<file path="src/rtl/fkpc_pkg.sv">
// Shared types and codes for the flow-keyed packet counter table.
`default_nettype none
package fkpc_pkg;

  localparam int KEY_W   = 48;
  localparam int COUNT_W = 32;

  typedef enum logic [1:0] {
    ST_COUNTED = 2'd0,
    ST_REMOVED = 2'd1,
    ST_UNKNOWN = 2'd2,
    ST_FULL    = 2'd3
  } status_t;

  typedef enum logic {
    REQ_COUNT = 1'b0,
    REQ_CLOSE = 1'b1
  } req_kind_t;

  typedef struct packed {
    logic        req_type;
    logic [31:0] src_addr;
    logic [15:0] src_port;
  } req_t;

  typedef struct packed {
    logic [1:0]  status;
    logic [31:0] count_value;
  } rsp_t;

  // One table entry as stored in memory.
  typedef struct packed {
    logic               valid;
    logic [KEY_W-1:0]   key;
    logic [COUNT_W-1:0] count;
  } entry_t;

  typedef struct packed {
    logic clr;  // start of a scan
    logic vld;  // read data present this cycle
  } scan_ctl_t;

  typedef struct packed {
    logic hit;
    logic free;
  } scan_sts_t;

  localparam int ENTRY_W = $bits(entry_t);

endpackage
`default_nettype wire

</file>
<file path="src/rtl/flow_keyed_packet_counter_table.sv">
// Top level: sequencer, table memory and result register of the flow counter table.
//
//   channel | ports                | handshake
//   --------+----------------------+----------------------------------------
//   request | start, busy, in_req  | taken at an edge with start high, busy low
//   result  | out_valid, out_rsp   | one-cycle strobe, one result per request
//
// Each request scans every table entry through one memory read port, one
// entry a cycle, then updates the chosen entry, if any. A new request is taken
// only once busy has dropped, after the update. The result strobe rises in the
// cycle busy drops. After reset a clearing pass over every entry empties the
// table, with busy held high. The receiver cannot stall; results are never held.
`default_nettype none
module flow_keyed_packet_counter_table
  import fkpc_pkg::*;
#(
  parameter int TABLE_ENTRIES = 16
) (
  input  wire logic clk,
  input  wire logic rst_n,
  input  wire logic start,
  output logic      busy,
  input  wire req_t in_req,
  output logic      out_valid,
  output rsp_t      out_rsp
);

  localparam int AW = (TABLE_ENTRIES > 1) ? $clog2(TABLE_ENTRIES) : 1;
  localparam logic [AW-1:0] LAST = AW'(TABLE_ENTRIES - 1);
  localparam logic [COUNT_W-1:0] COUNT_MAX = '1;

  typedef enum logic [2:0] {
    S_CLEAR,
    S_IDLE,
    S_SCAN,
    S_DRAIN,
    S_DECIDE
  } state_t;

  state_t        state_r, state_nxt;
  logic [AW-1:0] idx_r, idx_nxt;
  logic [AW-1:0] rd_idx_r, rd_idx_nxt;
  logic          rd_vld_r, rd_vld_nxt;
  req_t          req_r, req_nxt;
  logic          out_valid_r, out_valid_nxt;
  rsp_t          out_rsp_r, out_rsp_nxt;

  logic          ram_we;
  logic [AW-1:0] ram_waddr;
  entry_t        ram_wdata;
  logic          ram_re;
  entry_t        ram_rdata;

  scan_ctl_t          scan_ctl;
  scan_sts_t          scan_sts;
  logic [AW-1:0]      hit_idx;
  logic [AW-1:0]      free_idx;
  logic [COUNT_W-1:0] hit_count;
  logic [KEY_W-1:0]   req_key;
  logic [COUNT_W-1:0] count_inc;

  assign req_key   = {req_r.src_addr, req_r.src_port};
  assign count_inc = (hit_count == COUNT_MAX) ? COUNT_MAX : hit_count + COUNT_W'(1);

  fkpc_ram #(
    .WIDTH (ENTRY_W),
    .DEPTH (TABLE_ENTRIES)
  ) u_table (
    .clk   (clk),
    .we    (ram_we),
    .waddr (ram_waddr),
    .wdata (ram_wdata),
    .re    (ram_re),
    .raddr (idx_r),
    .rdata (ram_rdata)
  );

  fkpc_scan #(
    .AW (AW)
  ) u_scan (
    .clk       (clk),
    .rst_n     (rst_n),
    .ctl       (scan_ctl),
    .rd_idx    (rd_idx_r),
    .key       (req_key),
    .rd_entry  (ram_rdata),
    .sts       (scan_sts),
    .hit_idx   (hit_idx),
    .free_idx  (free_idx),
    .hit_count (hit_count)
  );

  always_comb begin
    state_nxt     = state_r;
    idx_nxt       = idx_r;
    rd_idx_nxt    = idx_r;
    rd_vld_nxt    = 1'b0;
    req_nxt       = req_r;
    out_valid_nxt = 1'b0;
    out_rsp_nxt   = out_rsp_r;
    ram_we        = 1'b0;
    ram_waddr     = idx_r;
    ram_wdata     = '0;
    ram_re        = 1'b0;
    scan_ctl      = '0;
    scan_ctl.vld  = rd_vld_r;
    unique case (state_r)
      S_CLEAR: begin
        // wipe one entry a cycle
        ram_we = 1'b1;
        if (idx_r == LAST) begin
          idx_nxt   = '0;
          state_nxt = S_IDLE;
        end else begin
          idx_nxt = idx_r + AW'(1);
        end
      end
      S_IDLE: begin
        if (start) begin
          req_nxt      = in_req;
          idx_nxt      = '0;
          scan_ctl.clr = 1'b1;
          state_nxt    = S_SCAN;
        end
      end
      S_SCAN: begin
        ram_re     = 1'b1;
        rd_vld_nxt = 1'b1;
        if (idx_r == LAST) begin
          idx_nxt   = '0;
          state_nxt = S_DRAIN;
        end else begin
          idx_nxt = idx_r + AW'(1);
        end
      end
      S_DRAIN: begin
        // last entry is compared this cycle
        state_nxt = S_DECIDE;
      end
      S_DECIDE: begin
        out_valid_nxt           = 1'b1;
        out_rsp_nxt.count_value = '0;
        state_nxt               = S_IDLE;
        if (req_r.req_type == REQ_CLOSE) begin
          if (scan_sts.hit) begin
            ram_we                 = 1'b1;
            ram_waddr              = hit_idx;
            out_rsp_nxt.status     = ST_REMOVED;
          end else begin
            out_rsp_nxt.status     = ST_UNKNOWN;
          end
        end else if (scan_sts.hit) begin
          ram_we                  = 1'b1;
          ram_waddr               = hit_idx;
          ram_wdata               = '{valid: 1'b1, key: req_key, count: count_inc};
          out_rsp_nxt.status      = ST_COUNTED;
          out_rsp_nxt.count_value = count_inc;
        end else if (scan_sts.free) begin
          // claim the lowest free slot, first message counts as one
          ram_we                  = 1'b1;
          ram_waddr               = free_idx;
          ram_wdata               = '{valid: 1'b1, key: req_key, count: COUNT_W'(1)};
          out_rsp_nxt.status      = ST_COUNTED;
          out_rsp_nxt.count_value = COUNT_W'(1);
        end else begin
          out_rsp_nxt.status      = ST_FULL;
        end
      end
      default: begin
        state_nxt = S_CLEAR;
        idx_nxt   = '0;
      end
    endcase
  end

  always_ff @(posedge clk) begin
    if (!rst_n) begin
      state_r     <= S_CLEAR;
      idx_r       <= '0;
      rd_vld_r    <= 1'b0;
      out_valid_r <= 1'b0;
    end else begin
      state_r     <= state_nxt;
      idx_r       <= idx_nxt;
      rd_vld_r    <= rd_vld_nxt;
      out_valid_r <= out_valid_nxt;
    end
    rd_idx_r  <= rd_idx_nxt;
    req_r     <= req_nxt;
    out_rsp_r <= out_rsp_nxt;
  end

  assign busy      = (state_r != S_IDLE);
  assign out_valid = out_valid_r;
  assign out_rsp   = out_rsp_r;

`ifndef NO_ASSERTIONS
  a_strobe_after_decide: assert property (@(posedge clk) disable iff (!rst_n)
    out_valid |-> $past(state_r == S_DECIDE))
    else $error("result strobe without a finished scan");

  a_busy_after_accept: assert property (@(posedge clk) disable iff (!rst_n)
    (start && !busy) |=> busy)
    else $error("request accepted but block not busy");

  a_no_write_in_scan: assert property (@(posedge clk) disable iff (!rst_n)
    ram_we |-> (state_r == S_CLEAR || state_r == S_DECIDE))
    else $error("table written during scan");

  a_counted_nonzero: assert property (@(posedge clk) disable iff (!rst_n)
    (out_valid && out_rsp.status == ST_COUNTED) |-> (out_rsp.count_value != '0))
    else $error("counted result with zero count");
`endif

endmodule
`default_nettype wire

</file>
<file path="src/rtl/fkpc_ram.sv">
// Generic single-write, single-read RAM with registered read data.
`default_nettype none
module fkpc_ram #(
  parameter int WIDTH = 8,
  parameter int DEPTH = 16
) (
  input  wire logic                     clk,
  input  wire logic                     we,
  input  wire logic [$clog2(DEPTH)-1:0] waddr,
  input  wire logic [WIDTH-1:0]         wdata,
  input  wire logic                     re,
  input  wire logic [$clog2(DEPTH)-1:0] raddr,
  output logic      [WIDTH-1:0]         rdata
);

  logic [WIDTH-1:0] mem [DEPTH];

  always_ff @(posedge clk) begin
    if (we) begin
      mem[waddr] <= wdata;
    end
    if (re) begin
      rdata <= mem[raddr];
    end
  end

endmodule
`default_nettype wire

</file>
<file path="src/rtl/fkpc_scan.sv">
// Key compare unit: walks the entry stream, keeps first match and first free slot.
`default_nettype none
module fkpc_scan
  import fkpc_pkg::*;
#(
  parameter int AW = 4
) (
  input  wire logic                 clk,
  input  wire logic                 rst_n,
  input  wire scan_ctl_t            ctl,
  input  wire logic [AW-1:0]        rd_idx,
  input  wire logic [KEY_W-1:0]     key,
  input  wire entry_t               rd_entry,
  output scan_sts_t                 sts,
  output logic      [AW-1:0]        hit_idx,
  output logic      [AW-1:0]        free_idx,
  output logic      [COUNT_W-1:0]   hit_count
);

  scan_sts_t          sts_r, sts_nxt;
  logic [AW-1:0]      hit_idx_r, hit_idx_nxt;
  logic [AW-1:0]      free_idx_r, free_idx_nxt;
  logic [COUNT_W-1:0] hit_count_r, hit_count_nxt;
  logic               key_eq;

  assign key_eq = rd_entry.valid && (rd_entry.key == key);

  always_comb begin
    sts_nxt       = sts_r;
    hit_idx_nxt   = hit_idx_r;
    free_idx_nxt  = free_idx_r;
    hit_count_nxt = hit_count_r;
    if (ctl.clr) begin
      sts_nxt = '0;
    end else if (ctl.vld) begin
      // keep only the first match and the lowest free slot
      if (key_eq && !sts_r.hit) begin
        sts_nxt.hit   = 1'b1;
        hit_idx_nxt   = rd_idx;
        hit_count_nxt = rd_entry.count;
      end
      if (!rd_entry.valid && !sts_r.free) begin
        sts_nxt.free = 1'b1;
        free_idx_nxt = rd_idx;
      end
    end
  end

  always_ff @(posedge clk) begin
    if (!rst_n) begin
      sts_r <= '0;
    end else begin
      sts_r <= sts_nxt;
    end
    hit_idx_r   <= hit_idx_nxt;
    free_idx_r  <= free_idx_nxt;
    hit_count_r <= hit_count_nxt;
  end

  assign sts       = sts_r;
  assign hit_idx   = hit_idx_r;
  assign free_idx  = free_idx_r;
  assign hit_count = hit_count_r;

endmodule
`default_nettype wire

</file>
<file path="config.mk">
export PLATFORM = sky130hd
export DESIGN_NAME = flow_keyed_packet_counter_table
export DESIGN_NICKNAME = d
export VERILOG_FILES = /design/src/rtl/fkpc_pkg.sv /design/src/rtl/flow_keyed_packet_counter_table.sv /design/src/rtl/fkpc_ram.sv /design/src/rtl/fkpc_scan.sv
export SDC_FILE = /design/constraint.sdc
export NUM_CORES = 2
export LEC_CHECK = 0
export ABC_AREA = 0
export BUFFER_PORTS_ARGS = -buffer_cell sky130_fd_sc_hd__buf_2
export CAP_MARGIN = 20
export CORE_MARGIN = 2
export CORE_UTILIZATION = 35
export DETAILED_ROUTE_END_ITERATION = 12
export PLACE_DENSITY = 0.54
export SLEW_MARGIN = 20
export SYNTH_ARGS = -nofsm -noshare
export SYNTH_HDL_FRONTEND = slang
export SYNTH_SLANG_ARGS = --single-unit
</file>
<file path="constraint.sdc">
create_clock -name clk -period 6.7 [get_ports clk]
set_clock_uncertainty 0.05 [all_clocks]
set_input_delay 1.005 -clock clk [delete_from_list [all_inputs] [get_ports clk]]
set_output_delay 1.005 -clock clk [all_outputs]
set_load 0.05 [all_outputs]
</file>
==> results.sh <==
export IMPL_cp_common_cell="mux4_2"
export IMPL_die_w_um=408.6
export IMPL_yosysWarnings=0
export IMPL_drt_pass1_iterations=5
export IMPL_seq_area_frac_synth=0.7914
export IMPL_fin_ws_ps=2554
export IMPL_wl_per_cell_um=28.30
export IMPL_timing_final_crit_share=0.6189
export IMPL_ant_nets=0
export IMPL_htreeDepth=4
export IMPL_maxCapViolations=0
export IMPL_initial_core_util=0.3524
export IMPL_place_ws_ps=2647
export IMPL_dr_first_iter_drc_count=2475
export IMPL_cp_start_kind="flip-flop"
export IMPL_cp_cell_sequence="buf_12 > buf_4 > mux4_2 > mux4_2"
export IMPL_ys_seq_elements=1515
export IMPL_slowest_stage="dfxtp_4"
export IMPL_utilization=0.4011
export IMPL_cts_root_buf="clkbuf_16"
export IMPL_post_route_min_period_ps=4146
export IMPL_grt_max_degree=146
export IMPL_relSlewSlack=0.2185
export IMPL_grtUsageTotal=0.1644
export IMPL_antenna_found_initial=12
export IMPL_dieArea_sq_um=166900
export IMPL_cp_top_family="buffers and inverters"
export IMPL_cpPeakStageDelay_ps=1010
export IMPL_crit_arrival_ps=4580
export IMPL_layout_drive_gt1_share=0.2887
export IMPL_clk_path_buf_depth=3
export IMPL_avgViaCountPerCell=5.272
export IMPL_ioPinCount=88
export IMPL_max_clock_freq_mhz=241.2
export IMPL_clk_pin_slew_ps=60
export IMPL_gp_congestion=0.7732
export IMPL_clock_latency_ps=760
export IMPL_cts_setup_buffers=0
export IMPL_path_class="flip-flop to flip-flop"
export IMPL_fp_dieH_um=408.6
export IMPL_num_rows=148
export IMPL_power_density_nw_per_um2=295.1
export IMPL_post_dp_hpwl_um=66840
export IMPL_tns_ps=0
export IMPL_synth_area_sq_um=57290
export IMPL_grt_pass1_wl_um=196900
export IMPL_overflow=0
export IMPL_cts_tree="done"
export IMPL_hold_class="flip-flop to flip-flop"
export IMPL_drc=0
export IMPL_cts_resized=0
export IMPL_synthFlopType="edfxtp_1"
export IMPL_setup_viol=0
export IMPL_hold_violations=0
export IMPL_rsz0062_at_grt="no"
export IMPL_grt_pass1_vias=26940
export IMPL_synthesis_nets=2468
export IMPL_cts_sinks=1515
export IMPL_worst_slew_pin_slew_ps=1172
export IMPL_worst_path_max_fanout=145
export IMPL_worst_path_buf_inv=2
export IMPL_end_kind="flip-flop"
export IMPL_wl_um=137500
export IMPL_leakage_uw=0.01884
export IMPL_peakVddDrop_uv=283.3
export IMPL_final_nets=2629
export IMPL_yosysUniqueCellTypes=46
export IMPL_core_area_sq_um=162600
export IMPL_cts_buffers=151
export IMPL_status="finished clean"
export IMPL_synth_avg_cell_area_sq_um=23.73
export IMPL_critPathRequiredTime_ps=7140
export IMPL_vias=25620
export IMPL_synthCells=2414
export IMPL_async_reset_ff_frac=0
export IMPL_syn_to_final_growth_pct=13.84
export IMPL_slew_viol_final=0
export IMPL_port_buffers=87
export IMPL_synth_edf_count=1500
export IMPL_cts_hold_fix_buffers=0
Yosys cell counts (all sizes together) (2+ instances only):
cell | count | area (sq um)
edfxtp | 1500 | 45040
mux4 | 405 | 9121
nor2 | 81 | 304.0
clkbuf | 72 | 270.3
and2 | 52 | 325.3
xnor2 | 52 | 455.4
buf | 46 | 230.2
a21oi | 30 | 150.1
nand4 | 23 | 143.9
nand2 | 22 | 82.58
dfxtp | 15 | 300.3
nand3 | 15 | 75.07
xor2 | 15 | 131.4
mux2i | 10 | 100.1
nor3 | 9 | 50.05
and3 | 7 | 48.80
inv | 7 | 26.28
mux2 | 7 | 78.83
nor4 | 7 | 50.05
and4 | 6 | 52.55
nand2b | 4 | 25.02
o21ai | 4 | 23.77
a31oi | 3 | 18.77
nand3b | 3 | 22.52
a211oi | 2 | 15.01
ha | 2 | 25.02
nor2b | 2 | 15.02
or2 | 2 | 12.51
path summary, 6_finish.rpt:
path                           from                    to  slack [ps]  cells past startpoint
hold / removal    u_table.rdata[10]  u_scan.hit_count[10]         360                      0
setup / recovery           idx_r[1]     u_table.rdata[23]        2550                      4
hold reg to reg   u_table.rdata[10]  u_scan.hit_count[10]         360                      0
setup reg to reg           idx_r[1]     u_table.rdata[23]        2550                      4
routing by layer:
layer	GRT usage	vias up	part of all wire
met4	0.04034	0	0.019
met5	0	-	0
met1	0.2348	14040	0.44
met3	0.02759	192	0.056
met2	0.2636	830	0.48
li1	-	10560	-
metrics by stage:
stage          total power (uW)  cells  area, sq um  hold WS [ps]
6_report                  19250   4860        65220         355.8
5_1_grt                   19870   4859        65220         323.5
4_1_cts                   19460   4858        65170         299.8
3_5_place_dp              11560   4596        60630         357.1
3_3_place_gp              11540   4596        60630         353.7
2_1_floorplan             11280   2414        57290         279.0
cells in the final DEF, fill, tap and decap left out, types with 10 or more instances in the layout:
| master | netlist | layout |
|---|---|---|
| dfxtp_1 | 15 | 11 |
| mux4_2 | 405 | 405 |
| a21oi_1 | 30 | 24 |
| clkbuf_16 | 0 | 154 |
| buf_12 | 0 | 18 |
| xnor2_1 | 52 | 52 |
| clkinv_1 | 0 | 33 |
| nand2_1 | 22 | 22 |
| xor2_1 | 15 | 15 |
| clkbuf_1 | 72 | 38 |
| buf_4 | 0 | 20 |
| nor2_1 | 81 | 60 |
| clkinv_2 | 0 | 21 |
| buf_2 | 28 | 87 |
| nand4_1 | 23 | 23 |
| and2_1 | 52 | 51 |
| mux2i_1 | 10 | 10 |
| edfxtp_1 | 1500 | 1500 |
| nand3_1 | 15 | 15 |
| nor2_4 | 0 | 18 |
cell families after synthesis:
family,after synthesis,synth area share
xor gates and xnor gates,67,0.01024
buffers and inverters,125,0.009194
muxes,422,0.1623
DFF,1515,0.7914
and+or+nand+nor,237,0.02169
AOI/OAI and AO/OA,46,0.004674
adders and majority gates,2,0.0004367
worst register-to-register path, stage by stage, from the launching register on:
cell,delay (ps)
dfxtp_4,1010
buf_12,650
buf_4,1170
mux4_2,510
mux4_2,470
registers in the layout, indices dropped and copies added, names as in the netlist:
register and cells:
out_valid 1, rd_idx_r 4, u_table.mem 1296, u_scan.hit_idx 4
u_scan.free_idx 4, state_r 3, rd_vld_r 1, u_scan.hit_count 32
req_key 48, idx_r 4, u_table.rdata 81, out_rsp 34
u_scan.sts 2, req_r 1
area by class of cell:
class	count	area [sq um]
repair buffers	126	957.2
multi-input cells	774	11620
flip-flops and latches	1515	45360
well taps	2175	2721
inverters	7	26.28
diodes	1	2.502
fillers	14290	97370
clock inverters	68	506.7
clock buffers	194	4024
power by group:
part	total, uW	internal [uW]	switching [uW]	leakage, uW
sequential	10500	10500	62.8	0.0132
combinational	795	363	433	0.00344
clock	7910	4490	3430	0.00222
total	19200	15300	3920	0.0188
Note: power is estimated with default switching activity, not from simulation.
